File: src/sv/hbe_pkg.sv
// ----------------------------------------------------------------------------
// hbe_pkg
// Word types, codes and fixed widths of the harmonic bond energy and
// gradient unit.
// ----------------------------------------------------------------------------
`default_nettype none

package hbe_pkg;

  localparam logic [1:0] ACT_LOAD    = 2'd0;
  localparam logic [1:0] ACT_BOND    = 2'd1;
  localparam logic [1:0] ACT_RD_GRAD = 2'd2;
  localparam logic [1:0] ACT_RD_EN   = 2'd3;

  localparam logic [1:0] ST_OK       = 2'd0;
  localparam logic [1:0] ST_ZERO_LEN = 2'd1;
  localparam logic [1:0] ST_SAT      = 2'd2;

  localparam int MAG_W  = 33;
  localparam int SQ_W   = 66;
  localparam int PROD_W = 99;
  localparam int Q_W    = 60;

  localparam logic [62:0] E_MAX = '1;

  typedef struct packed {
    logic [1:0]         action;
    logic [11:0]        atom_a;
    logic [11:0]        atom_b;
    logic signed [31:0] coord_x;
    logic signed [31:0] coord_y;
    logic signed [31:0] coord_z;
    logic [31:0]        rest_length;
    logic [31:0]        force_const;
  } in_word_t;

  typedef struct packed {
    logic [62:0]        energy;
    logic signed [63:0] grad_x;
    logic signed [63:0] grad_y;
    logic signed [63:0] grad_z;
    logic [1:0]         status;
  } out_word_t;

endpackage

`default_nettype wire

File: src/sv/hbe_div.sv
// ----------------------------------------------------------------------------
// hbe_div
// Three-lane restoring divider sharing one denominator, one quotient bit
// per lane per cycle. Keeps the low quotient bits.
// ----------------------------------------------------------------------------
`default_nettype none

module hbe_div #(
  parameter int DEN_W = 49
) (
  input  logic                             clk,
  input  logic                             rst_n,
  input  logic                             start,
  input  logic [2:0][hbe_pkg::PROD_W-1:0]  num,
  input  logic [DEN_W-1:0]                 den,
  output logic                             done,
  output logic [2:0][hbe_pkg::Q_W-1:0]     quo
);
  import hbe_pkg::*;

  localparam int CW = $clog2(PROD_W);

  logic                    busy_r;
  logic [CW-1:0]           cnt_r;
  logic [DEN_W-1:0]        den_r;
  logic [2:0][PROD_W-1:0]  num_r;
  logic [2:0][DEN_W-1:0]   rem_r;
  logic [2:0][DEN_W:0]     rem_sh;
  logic [2:0]              ge;

  always_comb begin
    for (int k = 0; k < 3; k++) begin
      rem_sh[k] = {rem_r[k], num_r[k][PROD_W-1]};
      ge[k]     = rem_sh[k] >= {1'b0, den_r};
    end
  end

  always_ff @(posedge clk) begin
    if (!rst_n) begin
      busy_r <= 1'b0;
      done   <= 1'b0;
    end else begin
      done <= 1'b0;
      if (start) begin
        busy_r <= 1'b1;
        cnt_r  <= '0;
        den_r  <= den;
        num_r  <= num;
        rem_r  <= '0;
        quo    <= '0;
      end else if (busy_r) begin
        for (int k = 0; k < 3; k++) begin
          num_r[k] <= num_r[k] << 1;
          rem_r[k] <= ge[k] ? DEN_W'(rem_sh[k] - {1'b0, den_r}) : DEN_W'(rem_sh[k]);
          quo[k]   <= {quo[k][Q_W-2:0], ge[k]};
        end
        cnt_r <= cnt_r + 1'b1;
        if (cnt_r == CW'(PROD_W - 1)) begin
          busy_r <= 1'b0;
          done   <= 1'b1;
        end
      end
    end
  end

endmodule

`default_nettype wire

File: config.mk
export PLATFORM = sky130hd
export DESIGN_NAME = hbe_div
export DESIGN_NICKNAME = d
export VERILOG_FILES = /design/src/sv/hbe_pkg.sv /design/src/sv/hbe_div.sv
export SDC_FILE = /design/constraint.sdc
export NUM_CORES = 1
export LEC_CHECK = 0
export BUFFER_PORTS_ARGS = -buffer_cell sky130_fd_sc_hd__buf_4
export CAP_MARGIN = 20
export CORE_MARGIN = 8
export CORE_UTILIZATION = 32
export CTS_CLUSTER_DIAMETER = 200
export DETAILED_ROUTE_END_ITERATION = 8
export GPL_TIMING_DRIVEN = 1
export SLEW_MARGIN = 5
export SYNTH_ARGS = -nofsm -noshare
export SYNTH_HDL_FRONTEND = slang
export SYNTH_SLANG_ARGS = --single-unit
File: constraint.sdc
create_clock -name clk -period 28.4 [get_ports clk]
set_input_delay 2.84 -clock clk [delete_from_list [all_inputs] [get_ports clk]]
set_output_delay 2.84 -clock clk [all_outputs]
set_load 0.01 [all_outputs]
==> impl_results.md <==
* CP required at 28.71 ns
* Fin. Hold Viols at 0
* Std cell rows at roughly 120
* Via count at 24462
* Final Power at just under 0.003 W
* Largest net degree at the start of global routing at between 150 and 200
* Post-synth EDFFs at 680
* Die width at 352.4 µm
* Switching pwr at slightly above 0.0008 W
* Non-filler instance count after layout at about 4900
* Placeable core area at between 100000 and 150000 µm²
* GRT Util Overall at 0.1499
* Detailed Route WL at between 90 and 100 mm
* Detail Placement HPWL at around 70 mm
* Antenna-violating nets left at 0
* Worst Hold End: done
* Seq pwr share at 0.431
* Io pins at 530
* Worst Path Arrival at about 6.9 ns
* Reg-to-reg endpoint: rem_r[86]
* Yosys reg bits at between 600 and 700
* Max_cap viols at 0
* Vias in the first global route at between 20000 and 25000
* Max VDD drop at between 0.04 and 0.05 mV
* R2R Setup Slk at ~24 ns
* Max clock buf depth at 3
* Syn avg cell area at 12.64 µm²
* Initial Util at 0.3224
* Clk_skew at 0.03576 ns
* Worst Max-Slew Pin Slew at 1.075 ns
* R2R depth at 15
* Final nets at 3865
* Seq/Total Area, Yosys at 0.5649
* Hold crit path type: flip-flop to flip-flop
* Root Buffer: clkbuf_16
* Hold_sp: busy_r
* Setup_tns at 0 ns
* Drt initial violations at around 1700
* # port buffers at approximately 530
* Comb pwr share at 0.209
* Grt ovf at 0
* Switching Fraction at 0.2810
* Routed len/inst at approximately 20 µm
* Full die area at about 120000 µm²
* Status: complete, no violations
* Placed cells at around 4800
* Fin. max-slew vios at 0
* Clock-pin slew on the worst setup and hold paths at 0.06 ns
* Critical path type: input pin to flip-flop
* Slew Limit Headroom at 0.2831
* Post-CTS setup buffers at 0
* CP Cell Sequence: buf_8, o21a_4, buf_12, buf_4, buf_4, buf_16
* CTS Buf Count at a little over 80
* Final period util at 0.2314
* Synth async-reset ratio at 0
* CTS tree: yes
* Main synth FF type: edfxtp_1
* Clk_lat worst skew at ~0.66 ns
* RSZ-0062 raised after global routing: no
* Residual DRC at 0
* Clock share of power at 0.361
* Most common cell on crit path: buf_4
* Post-cts resize count at 0
* Critical-path top delay cell: o21a_4
* First-pass GRT wire length at between 100 and 150 mm
* Setup crit end kind: flip-flop
* Synthesis-to-layout area growth at 22.49%
* Placer Congestion at between 0.8 and 0.9
* Vias/cell at between 4 and 5
* Most frequent cells in the layout: edfxtp_1, buf_4, mux2_2
* Net Count, Synth at between 3000 and 4000
* Yosys cell types at 79
* Hold buffer count at CTS at 0
* Die Height at around 350 µm
* Pleak at around 17 nW
* Cells after synthesis at 2865
* H-tree depth at 3
* Internal power at 0.002073 W
* Clock Sinks at around 680
* Commonest non-fill, non-tap cell in the layout: edfxtp_1
* Pwr/cell area at 64.97 nW/µm²
* CP max FO at between 150 and 200
* Peak Freq at approximately 150 MHz
* Layout cell share with drive strength beyond 1 at 0.2843
* Crit path launch type: input pin
* Initial antenna violation count at 14
* WHS Path Cells at 2
* Mapped Area at 36220 µm²
* Delay of the slowest critical-path stage at 0.88 ns
* Minimum clock period at 6.571 ns
* Fin Hold WS at approximately 0.46 ns
* First drt pass iteration count at 7
* Endpoints failing setup at 0
* Reg2Reg Launch Point: num_r[197]
* Synth warnings at 0
## synthesized netlist by cell type (17+ instances only)
cell	count	area, µm²
nand3_1	52	260.3
nor2b_1	196	1226
mux2i_1	115	1151
a21oi_1	167	835.8
nor2_1	188	705.7
and3_1	19	118.9
o21bai_1	33	247.7
nand2_1	120	450.4
nand2b_1	17	106.4
mux2_2	294	3311
inv_1	93	349.1
o21ai_0	84	420.4
xnor2_1	79	691.9
o21a_1	22	165.2
xor2_1	52	455.4
ha_1	149	1864
nand4_1	38	237.7
nor3_1	27	135.1
a21o_1	90	675.7
a211oi_1	22	165.2
clkbuf_1	106	397.9
edfxtp_1	680	20420
## routing by layer
metal / global-route usage / wire [µm] / vias to the layer above
met5: 0 / 92 / -
met4: 0.03435 / 2056 / 14
met3: 0.05425 / 7592 / 130
met2: 0.2472 / 46250 / 612
met1: 0.1875 / 41540 / 11934
li1: - / - / 11772
## critical path: cells and delay by family
family,cells,cell delay (ns)
AOI/OAI and AO/OA,1,0.88
buffers and inverters,5,2.80
## logic make-up after synthesis
logic type | count (synthesis) | share of synthesized area
flops | 682 | 0.5649
mux | 409 | 0.1232
simple gates | 733 | 0.1044
fa+ha+maj | 152 | 0.05313
buf+inv | 225 | 0.02618
xor+xnor | 131 | 0.03168
compound gates | 533 | 0.09658
## metrics by stage
stage	worst slack [ns]	utilization	area, µm²
floorplan	9.963	-	36220
global placement	20.81	0.3706	41640
detailed placement	20.77	0.3709	41670
CTS	21.50	0.3943	44300
global route	21.50	0.3949	44360
finish	21.83	0.3949	44370
## state kept, by name (all words and copies together), names as in the netlist
signal	flops
quo	180
cnt_r	7
busy_r	1
done	1
den_r	49
rem_r	147
num_r	297
## cell type report
type,count,area [µm²]
Fill cell,10882,67980
Sequential cell,682,20460
Multi-Input combinational cell,1958,14840
Timing Repair Buffer,547,4199
Clock buffer,104,2135
Tap cell,1500,1877
Clock inverter,46,500.5
Inverter,93,349.1
Antenna cell,5,12.51
## power by group through the flow
stage	Sequential, W	Combinational [W]	Clock [W]
2_1_floorplan	0.00129	0.000424	0
3_3_place_gp	0.00126	0.000595	0
3_5_place_dp	0.00126	0.000601	0
4_1_cts	0.00124	0.000604	0.00108
5_1_grt	0.00125	0.000663	0.00111
6_report	0.00124	0.000602	0.00104
## worst max-delay path by stage
stage / end / slack [ns] / cells past startpoint / start
4_1_cts: quo[155] / 21.50 / 5 / start
6_report: quo[165] / 21.83 / 6 / start
2_1_floorplan: cnt_r[0] / 9.96 / 3 / start
3_5_place_dp: quo[62] / 20.77 / 5 / start
3_3_place_gp: quo[141] / 20.81 / 5 / start
5_1_grt: quo[65] / 21.50 / 6 / start
No activity file was read; power rests on OpenSTA's default activity.
