[config.mk]
export PLATFORM = sky130hd
export DESIGN_NAME = hbe_sqrt
export DESIGN_NICKNAME = d
export VERILOG_FILES = /design/src/sv/hbe_pkg.sv /design/src/sv/hbe_sqrt.sv
export SDC_FILE = /design/constraint.sdc
export NUM_CORES = 1
export LEC_CHECK = 0
export ABC_AREA = 1
export BUFFER_PORTS_ARGS = -buffer_cell sky130_fd_sc_hd__buf_2
export CAP_MARGIN = 20
export CORE_MARGIN = 3
export CORE_UTILIZATION = 66
export CTS_BUF_LIST = sky130_fd_sc_hd__clkbuf_8
export CTS_CLUSTER_DIAMETER = 120
export DETAILED_ROUTE_END_ITERATION = 8
export PLACE_DENSITY = 0.86
export SETUP_SLACK_MARGIN = 0.2
export SYNTH_ARGS = -nofsm -noshare
export SYNTH_HDL_FRONTEND = slang
export SYNTH_SLANG_ARGS = --single-unit
[constraint.sdc]
create_clock -name clk -period 21.7 [get_ports clk]
set_input_delay 4.34 -clock clk [delete_from_list [all_inputs] [get_ports clk]]
set_output_delay 4.34 -clock clk [all_outputs]
set_load 0.005 [all_outputs]
[src/sv/hbe_pkg.sv]
// ----------------------------------------------------------------------------
// hbe_pkg
// Word types, codes and fixed widths of the harmonic bond energy and
// gradient unit.
// ----------------------------------------------------------------------------
`default_nettype none

package hbe_pkg;

  localparam logic [1:0] ACT_LOAD    = 2'd0;
  localparam logic [1:0] ACT_BOND    = 2'd1;
  localparam logic [1:0] ACT_RD_GRAD = 2'd2;
  localparam logic [1:0] ACT_RD_EN   = 2'd3;

  localparam logic [1:0] ST_OK       = 2'd0;
  localparam logic [1:0] ST_ZERO_LEN = 2'd1;
  localparam logic [1:0] ST_SAT      = 2'd2;

  localparam int MAG_W  = 33;
  localparam int SQ_W   = 66;
  localparam int PROD_W = 99;
  localparam int Q_W    = 60;

  localparam logic [62:0] E_MAX = '1;

  typedef struct packed {
    logic [1:0]         action;
    logic [11:0]        atom_a;
    logic [11:0]        atom_b;
    logic signed [31:0] coord_x;
    logic signed [31:0] coord_y;
    logic signed [31:0] coord_z;
    logic [31:0]        rest_length;
    logic [31:0]        force_const;
  } in_word_t;

  typedef struct packed {
    logic [62:0]        energy;
    logic signed [63:0] grad_x;
    logic signed [63:0] grad_y;
    logic signed [63:0] grad_z;
    logic [1:0]         status;
  } out_word_t;

endpackage

`default_nettype wire

[src/sv/hbe_sqrt.sv]
// ----------------------------------------------------------------------------
// hbe_sqrt
// Digit-by-digit integer square root, two radicand bits per cycle.
// ----------------------------------------------------------------------------
`default_nettype none

module hbe_sqrt (
  input  logic                     clk,
  input  logic                     rst_n,
  input  logic                     start,
  input  logic [hbe_pkg::SQ_W-1:0] rad,
  output logic                     done,
  output logic [hbe_pkg::MAG_W-1:0] root
);
  import hbe_pkg::*;

  localparam int RW    = MAG_W + 3;
  localparam int ITERS = SQ_W / 2;
  localparam int CW    = $clog2(ITERS);

  logic          busy_r;
  logic [CW-1:0] cnt_r;
  logic [SQ_W-1:0] rad_r;
  logic [RW-1:0] rem_r;
  logic [RW-1:0] rem_sh;
  logic [RW-1:0] trial;
  logic          ge;

  always_comb begin
    rem_sh = {rem_r[RW-3:0], rad_r[SQ_W-1 -: 2]};
    trial  = RW'({root, 2'b01});
    ge     = rem_sh >= trial;
  end

  always_ff @(posedge clk) begin
    if (!rst_n) begin
      busy_r <= 1'b0;
      done   <= 1'b0;
    end else begin
      done <= 1'b0;
      if (start) begin
        busy_r <= 1'b1;
        cnt_r  <= '0;
        rad_r  <= rad;
        rem_r  <= '0;
        root   <= '0;
      end else if (busy_r) begin
        rad_r <= rad_r << 2;
        rem_r <= ge ? rem_sh - trial : rem_sh;
        root  <= {root[MAG_W-2:0], ge};
        cnt_r <= cnt_r + 1'b1;
        if (cnt_r == CW'(ITERS - 1)) begin
          busy_r <= 1'b0;
          done   <= 1'b1;
        end
      end
    end
  end

endmodule

`default_nettype wire

==> impl_metrics.tcl, run 1 <==
set metrics [dict create \
    crit_slowest_cell "buf_4" \
    worstMarginPinSlew_ns 1.004 \
    vdd_drop_max_mv 0.06435 \
    die_x_um 121.5 \
    drt_iter0_markers 551 \
    yosysWarnings 0 \
    wire_per_inst_um 13.42 \
    num_rows 41 \
    grt_max_degree 103 \
    antennaDiodeCount 0 \
    critical_path.max_stage_delay_ns 0.63 \
    cp_common_cell "buf_4" \
    syn_avg_cell_area_um2 7.511 \
    track_usage_pct 27.94 \
    clock.fmax_mhz 176.7 \
    path_delay_family "buffers and inverters" \
    yosysMostFrequentCell "nand2_1" \
    synth_area_leaders "edfxtp_1 47%, nand2_1 23%, inv_1 7.2%" \
    gr-total-overflow 0 \
    port-buffer-count 102 \
    antenna_found_initial 0 \
    coreArea_um2 12820 \
    finalSetupTns_ns 0 \
    drive_above_1_share_pct 13.95 \
    multi_input_area_um2 3802 \
    syn_nets 1278 \
    p_comb_share_pct 24.5 \
    leakagePower_uw 0.005172 \
    synthesis.area_um2 8803 \
    cp.required_ns 21.80 \
    fp.dieH_um 121.5 \
    dpl.hpwl_um 14220 \
    holdWs_ns 0.5129 \
    path_class "in -> reg" \
    clk_pin_slew_ns 0.08 \
    ctsRootBufferMaster "clkbuf_8" \
    pwr-share-clk_pct 31.8 \
    synthCells 1172 \
    cts.sinks 141 \
    regArea_um2 4214 \
    p_per_area_nw_per_um2 77.92 \
    fin_nets 1376 \
    yosys.area.top_type "edfxtp_1" \
    crit_buf_inv 4 \
    via_count 7408 \
    drt_wl_total_um 19530 \
    fin_ws_ns 16.04 \
    htreeDepth 4 \
    area_growth_pct 12.52 \
    slew_violations 0 \
    sw_frac_of_total_pct 31.37 \
    die_area_um2 14760 \
    maxCapViolCount 0 \
    synthFlopType "edfxtp_1" \
    clk_latency_ns 0.47 \
    first_pass_iters 5 \
    io_pins 103 \
    synth_cell_types 31 \
    numCtsBuffers 17 \
    critPathLaunchType "input port" \
    async_flop_share_pct 0 \
    hp-class "reg -> reg" \
    p_sw_uw 242.1 \
    period_share_pct 26.09 \
    grt_pass1_wl_um 32600 \
    worstHoldStart "rad_r[51]" \
    synth_common_cells "534 x nand2_1, 168 x inv_1, 139 x edfxtp_1" \
    status "complete, no violations" \
    rsz0062_at_grt "no" \
    place_ws_ns 15.56 \
    crit_chain "buf_4, inv_2, a21oi_4, buf_4, buf_4" \
    slew_headroom_pct 33.08 \
    fin_crit_ns 5.661 \
    gp_congestion 0.9647 \
    max-clock-path-buffers 2 \
    remaining_drc_errors 0 \
    cp-startpoint "start" \
    setup_viol 0 \
    viasPerCell 5.091 \
    post-cts-setup-buffers 0 \
    skew_ns 0.01664 \
    holdBufCountCts 0 \
    ant_nets 0 \
    yosysSeqAreaShare_pct 47.87 \
    p_int_uw 529.8 \
    grt_pass1_vias 7046 \
    crit_arrival_ns 5.76 \
    initial_utilization_pct 68.64 \
    fillers 950 \
    hold_viol 0 \
    reg2reg_from "rem_r[25]" \
    setup.worst_path.end_class "flip-flop" \
    synth-edff-count 139 \
    seqPwrFrac_pct 43.7 \
    synth_top_area_share_pct 47.41 \
    synth-seq-cells 141 \
    postCtsResizedCells 0 \
    worst-path-max-fanout 53 \
    tritoncts "yes" \
]
## sequential cells by signal, indices dropped and copies added, names as in the netlist
register / flops
cnt_r: 6
rem_r: 34
root: 33
rad_r: 66
busy_r: 1
done: 1
## final cells by class
type	instances	area share, %
Inverter	174	6.593
Tap cell	172	2.173
Multi-Input combinational cell	828	38.39
Clock inverter	15	2.185
Clock buffer	17	2.362
Timing Repair Buffer	108	5.760
Sequential cell	141	42.54
## metal layers
layer  wire length [µm]  global-route usage [%]  vias up
met5                  0                       0        -
met4                503                   10.36        0
met3               1319                   5.781       38
met2               9314                   46.63      249
met1               8393                   36.07     3310
li1                   -                       -     3811
## cells by family (layout without fill, tap and decap cells)
logic type | after synthesis | in the layout | synth area share, %
DFF | 141 | 141 | 47.87
buffers and inverters | 203 | 314 | 9.167
AOI/OAI and AO/OA | 31 | 31 | 1.848
xor gates and xnor gates | 19 | 19 | 1.890
adders and majority gates | 37 | 37 | 5.259
and+or+nand+nor | 741 | 741 | 33.97
## final timing paths
path	to	slack [ns]	cells past startpoint
min reg2reg	rad_r[53]	0.51	2
max	rem_r[1]	16.04	5
min	rad_r[53]	0.51	2
max reg2reg	rem_r[33]	18.82	14
## worst register-to-register path: stages (launching register included)
cell and delay [ns]:
edfxtp_1 0.42, ha_1 0.39, nand2_2 0.19, inv_2 0.04, nand2_1 0.06, nand2_1 0.09, clkinv_1 0.06, nand2_1 0.07
a21oi_1 0.23, nand4_4 0.46, buf_12 0.36, nand2_1 0.11, nand2_1 0.08, nand2_1 0.06, inv_1 0.03
## placed cells by master, fill, tap and decap left out, types with 5 or more instances in the layout
| cell | netlist | final |
|---|---|---|
| a21oi_1 | 24 | 23 |
| buf_2 | 4 | 101 |
| buf_4 | 0 | 6 |
| bufinv_16 | 0 | 5 |
| clkbuf_8 | 0 | 17 |
| edfxtp_1 | 139 | 139 |
| ha_1 | 37 | 37 |
| inv_1 | 168 | 169 |
| inv_2 | 5 | 6 |
| nand2_1 | 534 | 534 |
| nand2_2 | 5 | 5 |
| nand3_1 | 18 | 18 |
| nand3b_1 | 9 | 9 |
| nand4_1 | 7 | 7 |
| nor2_1 | 121 | 121 |
| nor2_2 | 26 | 26 |
| nor3_1 | 12 | 12 |
| xnor2_1 | 18 | 18 |
## per-stage QoR
step | cell area (µm²) | total power, µW | util, % | cells
after floorplan | 8803 | 486.7 | - | 1172
after global placement | 9435 | 523.5 | 73.57 | 1422
after detailed placement | 9455 | 529.5 | 73.73 | 1423
after CTS | 9906 | 771.5 | 77.24 | 1455
after global routing | 9906 | 813.9 | 77.24 | 1455
final | 9906 | 771.9 | 77.24 | 1455
## power groups by stage
stage | sequential [µW] | clock [µW] | combinational (µW)
CTS | 337 | 246 | 188
global route | 339 | 259 | 216
floorplan | 345 | 0 | 142
detailed placement | 343 | 0 | 187
finish | 337 | 246 | 189
global placement | 342 | 0 | 182
Note: power is estimated with default switching activity, not from simulation.
==> inputs of run 2 (changes only) <==
--- a/config.mk
+++ b/config.mk
@@ -9,11 +9,11 @@
 export BUFFER_PORTS_ARGS = -buffer_cell sky130_fd_sc_hd__buf_2
 export CAP_MARGIN = 20
 export CORE_MARGIN = 3
-export CORE_UTILIZATION = 66
+export CORE_UTILIZATION = 55
 export CTS_BUF_LIST = sky130_fd_sc_hd__clkbuf_8
 export CTS_CLUSTER_DIAMETER = 120
 export DETAILED_ROUTE_END_ITERATION = 8
-export PLACE_DENSITY = 0.86
+export PLACE_DENSITY = 0.76
 export SETUP_SLACK_MARGIN = 0.2
 export SYNTH_ARGS = -nofsm -noshare
 export SYNTH_HDL_FRONTEND = slang
==> constraint.sdc (replaced) <==
create_clock -name clk -period 4.53 [get_ports clk]
set_input_delay 0.906 -clock clk [delete_from_list [all_inputs] [get_ports clk]]
set_output_delay 0.906 -clock clk [all_outputs]
set_load 0.005 [all_outputs]
==> run 2 against run 1 <==
Against the previous run: core utilization fell by 13 points; hold slack improved by 0.0059 ns; clock power grew to 4.1 times the previous value; combinational power increased to 4.8 times the previous value; critical path type is now reg -> reg.
==> impl_metrics.tcl, run 2 (synthesis gave the netlist of run 1 again) <==
set metrics [dict create \
    cp.required_ns 4.75 \
    slew_violations 0 \
    grt_pass1_wl_um 31910 \
    ant_nets 0 \
    dpl.hpwl_um 13820 \
    wire_per_inst_um 12.77 \
    coreArea_um2 15430 \
    ctsRootBufferMaster "clkbuf_8" \
    fin_nets 1375 \
    die_x_um 132.5 \
    gp_congestion 0.9240 \
    dp_cells 1461 \
    worstMarginPinSlew_ns 1.014 \
    initial_utilization_pct 57.06 \
    numCtsBuffers 17 \
    maxCapViolCount 0 \
    clk_latency_ns 0.47 \
    final_area_um2 9888 \
    remaining_drc_errors 0 \
    leakagePower_uw 0.005133 \
    largest_reg_flops 66 \
    worst-path-max-fanout 49 \
    regArea_um2 4214 \
    antenna_found_initial 0 \
    drive_above_1_share_pct 14.12 \
    fin_total_pwr_uw 3530 \
    antennaDiodeCount 0 \
    crit_chain "ha_1, nand2_2, inv_1, nand2_1, nand2_1, inv_2, nand2_1, inv_2, nand2_1, nand2_1, nand4_4, buf_4, nor2_1, nor2_1" \
    vdd_drop_max_mv 0.2798 \
    drt_wl_total_um 19060 \
    clk_pin_slew_ns 0.09 \
    critPathLaunchType "flip-flop" \
    htreeDepth 4 \
    drt_iter0_markers 373 \
    crit_slowest_cell "nand4_4" \
    cp_common_cell "nand2_1" \
    stdcell_count 1493 \
    holdBufCountCts 0 \
    period_share_pct 67.99 \
    crit_arrival_ns 3.30 \
    finalSetupTns_ns 0 \
    place_area_um2 9497 \
    hp-class "reg -> reg" \
    gr-total-overflow 0 \
    final_common_cell "nand2_1" \
    track_usage_pct 22.33 \
    cts.sinks 141 \
    die_area_um2 17560 \
    path_class "reg -> reg" \
    setup_viol 0 \
    slew_headroom_pct 32.38 \
    path_delay_family "simple AND/OR/NAND/NOR gates" \
    largest_register "rad_r" \
    port-buffer-count 102 \
    reg_top3 "rad_r: 66 flops, rem_r: 34 flops, root: 33 flops" \
    post-cts-setup-buffers 0 \
    final_cell_mix "534 x nand2_1, 167 x inv_1, 139 x edfxtp_1" \
    skew_ns 0.01661 \
    multi_input_area_um2 3802 \
    status "complete, no violations" \
    via_count 7203 \
    fin_ws_ns 1.450 \
    fillers 1416 \
    grt_pass1_vias 6866 \
    setup.worst_path.end_class "flip-flop" \
    first_pass_iters 5 \
    place_ws_ns 1.459 \
    area_growth_pct 12.32 \
    viasPerCell 4.825 \
    crit_buf_inv 4 \
    hold_viol 0 \
    postCtsResizedCells 0 \
    tritoncts "yes" \
    grt_max_degree 103 \
    fp.dieH_um 132.5 \
    p_per_area_nw_per_um2 357.0 \
    fin_crit_ns 3.080 \
    io_pins 103 \
    max-clock-path-buffers 2 \
    critical_path.max_stage_delay_ns 0.63 \
    clock.fmax_mhz 324.7 \
    rsz0062_at_grt "no" \
    num_rows 45 \
]
## run 2: cell types whose count changed in the layout (fill, tap and decap cells not counted)
cell / delta
clkinvlp_4: +1
buf_4: -1
inv_6: +1
inv_1: -2
inv_8: +1
bufinv_16: -3
clkinv_2: +3
clkinv_1: -1
## run 2: through the flow
stage / util, % / hold WS, ns
global placement: 61.56 / 0.4910
CTS: 64.10 / 0.5209
global route: 64.10 / 0.5325
finish: 64.10 / 0.5187
detailed placement: 61.56 / 0.5000
floorplan: - / 0.4829
## run 2: layout make-up
type                    count  share of cell area (%)
clock buffers              17                   2.366
clock inverters            15                   1.594
inverters                 174                   6.605
multi-input cells         828                   38.45
flip-flops and latches    141                   42.62
well taps                 211                   2.670
repair buffers            107                   5.694
## run 2: worst register-to-register path, stage by stage, from the launching register on
cell and delay [ns]:
edfxtp_1 0.44, ha_1 0.38, nand2_2 0.14, inv_1 0.05
nand2_1 0.06, nand2_1 0.08, inv_2 0.05, nand2_1 0.09
inv_2 0.07, nand2_1 0.05, nand2_1 0.09, nand4_4 0.63
buf_4 0.53, nor2_1 0.13, nor2_1 0.06
## run 2: report_power, final
| group | internal (µW) | switching (µW) | total, µW |
|---|---|---|---|
| registers | 1570 | 46.2 | 1610 |
| clock network | 496 | 523 | 1020 |
| logic | 314 | 584 | 899 |
## run 2: worst paths after layout
| kind | startpoint | end | slack, ns | cells after the start |
|---|---|---|---|---|
| setup / recovery | rem_r[17] | rem_r[10] | 1.45 | 14 |
| hold / removal | busy_r | done | 0.52 | 2 |
| setup reg to reg | rem_r[17] | rem_r[10] | 1.45 | 14 |
| hold reg to reg | busy_r | done | 0.52 | 2 |
## run 2: per-layer routing
layer	part of all wire [%]	wire length [µm]	GRT usage [%]	up-vias
li1	-	-	-	3802
met1	46	8740	30.33	3185
met2	46	8785	35.68	188
met3	6.2	1187	5.437	28
met4	1.8	348	6.928	0
met5	0	0	0	-
==> inputs of run 3 (changes only) <==
==> constraint.sdc (replaced) <==
create_clock -name clk -period 2.5 [get_ports clk]
set_input_delay 0.5 -clock clk [delete_from_list [all_inputs] [get_ports clk]]
set_output_delay 0.5 -clock clk [all_outputs]
set_load 0.005 [all_outputs]
==> run 3 against run 2 <==
Against the previous run: sequential power grew 83%; final area grew 13%; register-to-register slack lost 1.2 ns; flip-flop and latch count is the same; count of clock-buffer cells in the layout is the same; final cell count grew 3.3%; worst setup slack lost 1.2 ns; clock skew grew 0.0013 ns; hold slack lost 0.23 ns; clock power grew 91%; first-iteration DRC count grew 59%; global-route usage grew 0.51 points.
==> impl_metrics.tcl, run 3 (synthesis gave the netlist of run 1 again) <==
set metrics [dict create \
    htreeDepth 4 \
    remaining_drc_errors 0 \
    fin_total_pwr_uw 7101 \
    gp_congestion 0.9998 \
    holdPathStages 3 \
    rrSetupSlack_ns 0.25 \
    crit_arrival_ns 2.48 \
    die_area_um2 17560 \
    worstMarginPinSlew_ns 0.6986 \
    antenna_found_initial 0 \
    crit_slowest_cell "edfxtp_1" \
    drive_above_1_share_pct 26.97 \
    gr-total-overflow 0 \
    antennaDiodeCount 0 \
    final_common_cell "nand2_1" \
    dpl.hpwl_um 14120 \
    area_growth_pct 26.79 \
    critical_path.max_stage_delay_ns 0.45 \
    largest_register "rad_r" \
    crit_chain "ha_4, nand2_4, nor2_4, nand2_1, nor2_2, nand3_1, nand4_4, buf_12, clkbuf_16, nand2_1, nand2_1, nor2_1" \
    via_count 7766 \
    track_usage_pct 22.84 \
    wire_per_inst_um 14.07 \
    vdd_drop_max_mv 0.6813 \
    maxCapViolCount 0 \
    holdWs_ns 0.2881 \
    clk_latency_ns 0.47 \
    path_depth 12 \
    drt_wl_total_um 21700 \
    cp_common_cell "nand2_1" \
    fin_nets 1424 \
    period_share_pct 90.07 \
    clock.fmax_mhz 444.1 \
    fin_crit_ns 2.252 \
    max-clock-path-buffers 2 \
    final_cell_mix "482 x nand2_1, 139 x edfxtp_1, 137 x inv_1" \
    grt_max_degree 73 \
    setup.worst_path.end_class "flip-flop" \
    worst-path-max-fanout 7 \
    skew_ns 0.01791 \
    largest_reg_flops 66 \
    hold_viol 0 \
    hp-class "in -> reg" \
    fp.dieH_um 132.5 \
    path_class "reg -> reg" \
    rsz0062_at_grt "yes" \
    drt_iter0_markers 594 \
    holdPathEnd "rad_r[0]" \
    port-buffer-count 102 \
    slew_headroom_pct 53.43 \
    grt_pass1_vias 7040 \
    cts.sinks 141 \
    r2r_cells 12 \
    cp.required_ns 2.73 \
    coreArea_um2 15430 \
    rr_endpoint "rem_r[6]" \
    p_per_area_nw_per_um2 636.1 \
    initial_utilization_pct 57.06 \
    grt_pass1_wl_um 32620 \
    numCtsBuffers 17 \
    ant_nets 0 \
    viasPerCell 5.036 \
    die_x_um 132.5 \
    tritoncts "yes" \
    crit_buf_inv 2 \
    worstHoldStart "rad[0]" \
    critPathLaunchType "flip-flop" \
    path_delay_family "simple AND/OR/NAND/NOR gates" \
    slew_violations 0 \
    leakagePower_uw 0.005514 \
    io_pins 103 \
    num_rows 45 \
    first_pass_iters 5 \
    clk_pin_slew_ns 0.10 \
    setup_viol 0 \
    reg2reg_from "rem_r[25]" \
    reg_top3 "rad_r: 66 flops, rem_r: 34 flops, root: 33 flops" \
    ctsRootBufferMaster "clkbuf_8" \
    status "complete, no violations" \
]
## run 3: how the worst max path moves through the flow
stage	start	endpoint	slack, ns
6_report	rem_r[25]	rem_r[6]	0.25
3_3_place_gp	root[2]	rem_r[24]	0.18
4_1_cts	rem_r[21]	rem_r[16]	0.21
5_1_grt	rem_r[25]	rem_r[5]	0.12
2_1_floorplan	start	cnt_r[0]	-0.90
3_5_place_dp	root[2]	rem_r[28]	0.18
## run 3: through the flow
step                      TNS (ns)  util, %  std cells  setup WS, ns  instance area, µm²
after floorplan            -125.95        -       1172       -0.9011                8848
after global placement           0    62.30       1468        0.1759                9612
after detailed placement         0    62.30       1468        0.1818                9612
after CTS                        0    65.23       1500        0.2080               10060
after global routing             0    72.35       1542        0.1185               11160
final                            0    72.35       1542        0.2483               11160
## run 3: tightest hold or removal path, cell delays in order
cell and delay, ns:
buf_2 0.08, nand2_1 0.04, inv_1 0.04
## run 3: per-layer routing
metal  vias up  wire length (µm)  GRT usage (%)
li1       3902                 -              -
met1      3544              9598          30.75
met2       264             10090          36.56
met3        56              1330          4.981
met4         0               671          8.487
met5         -                 0              0
## run 3: timing repair
action | 4_1_cts | 5_1_grt
gates cloned | 0 | 8
pin swaps | 0 | 48
gates resized for setup | 5 | 148
hold endpoints to repair | 0 | 0
buffers inserted | 0 | 34
hold buffers | 0 | 0
setup endpoints to repair | 19 | 35
## run 3: where the power goes
part,switching [µW],leakage [µW],total (µW),internal (µW)
sequential,109,0.00137,2950,2840
clock,1020,0.000202,1950,922
combinational,1280,0.00394,2210,927
## run 3: final cells by class
type / instances / area, µm²
multi-input cells: 828 / 4501
inverters: 174 / 665.6
clock buffers: 17 / 234.0
clock inverters: 15 / 173.9
well taps: 211 / 264.0
fillers: 1186 / 4265
flip-flops and latches: 141 / 4214
repair buffers: 156 / 1110
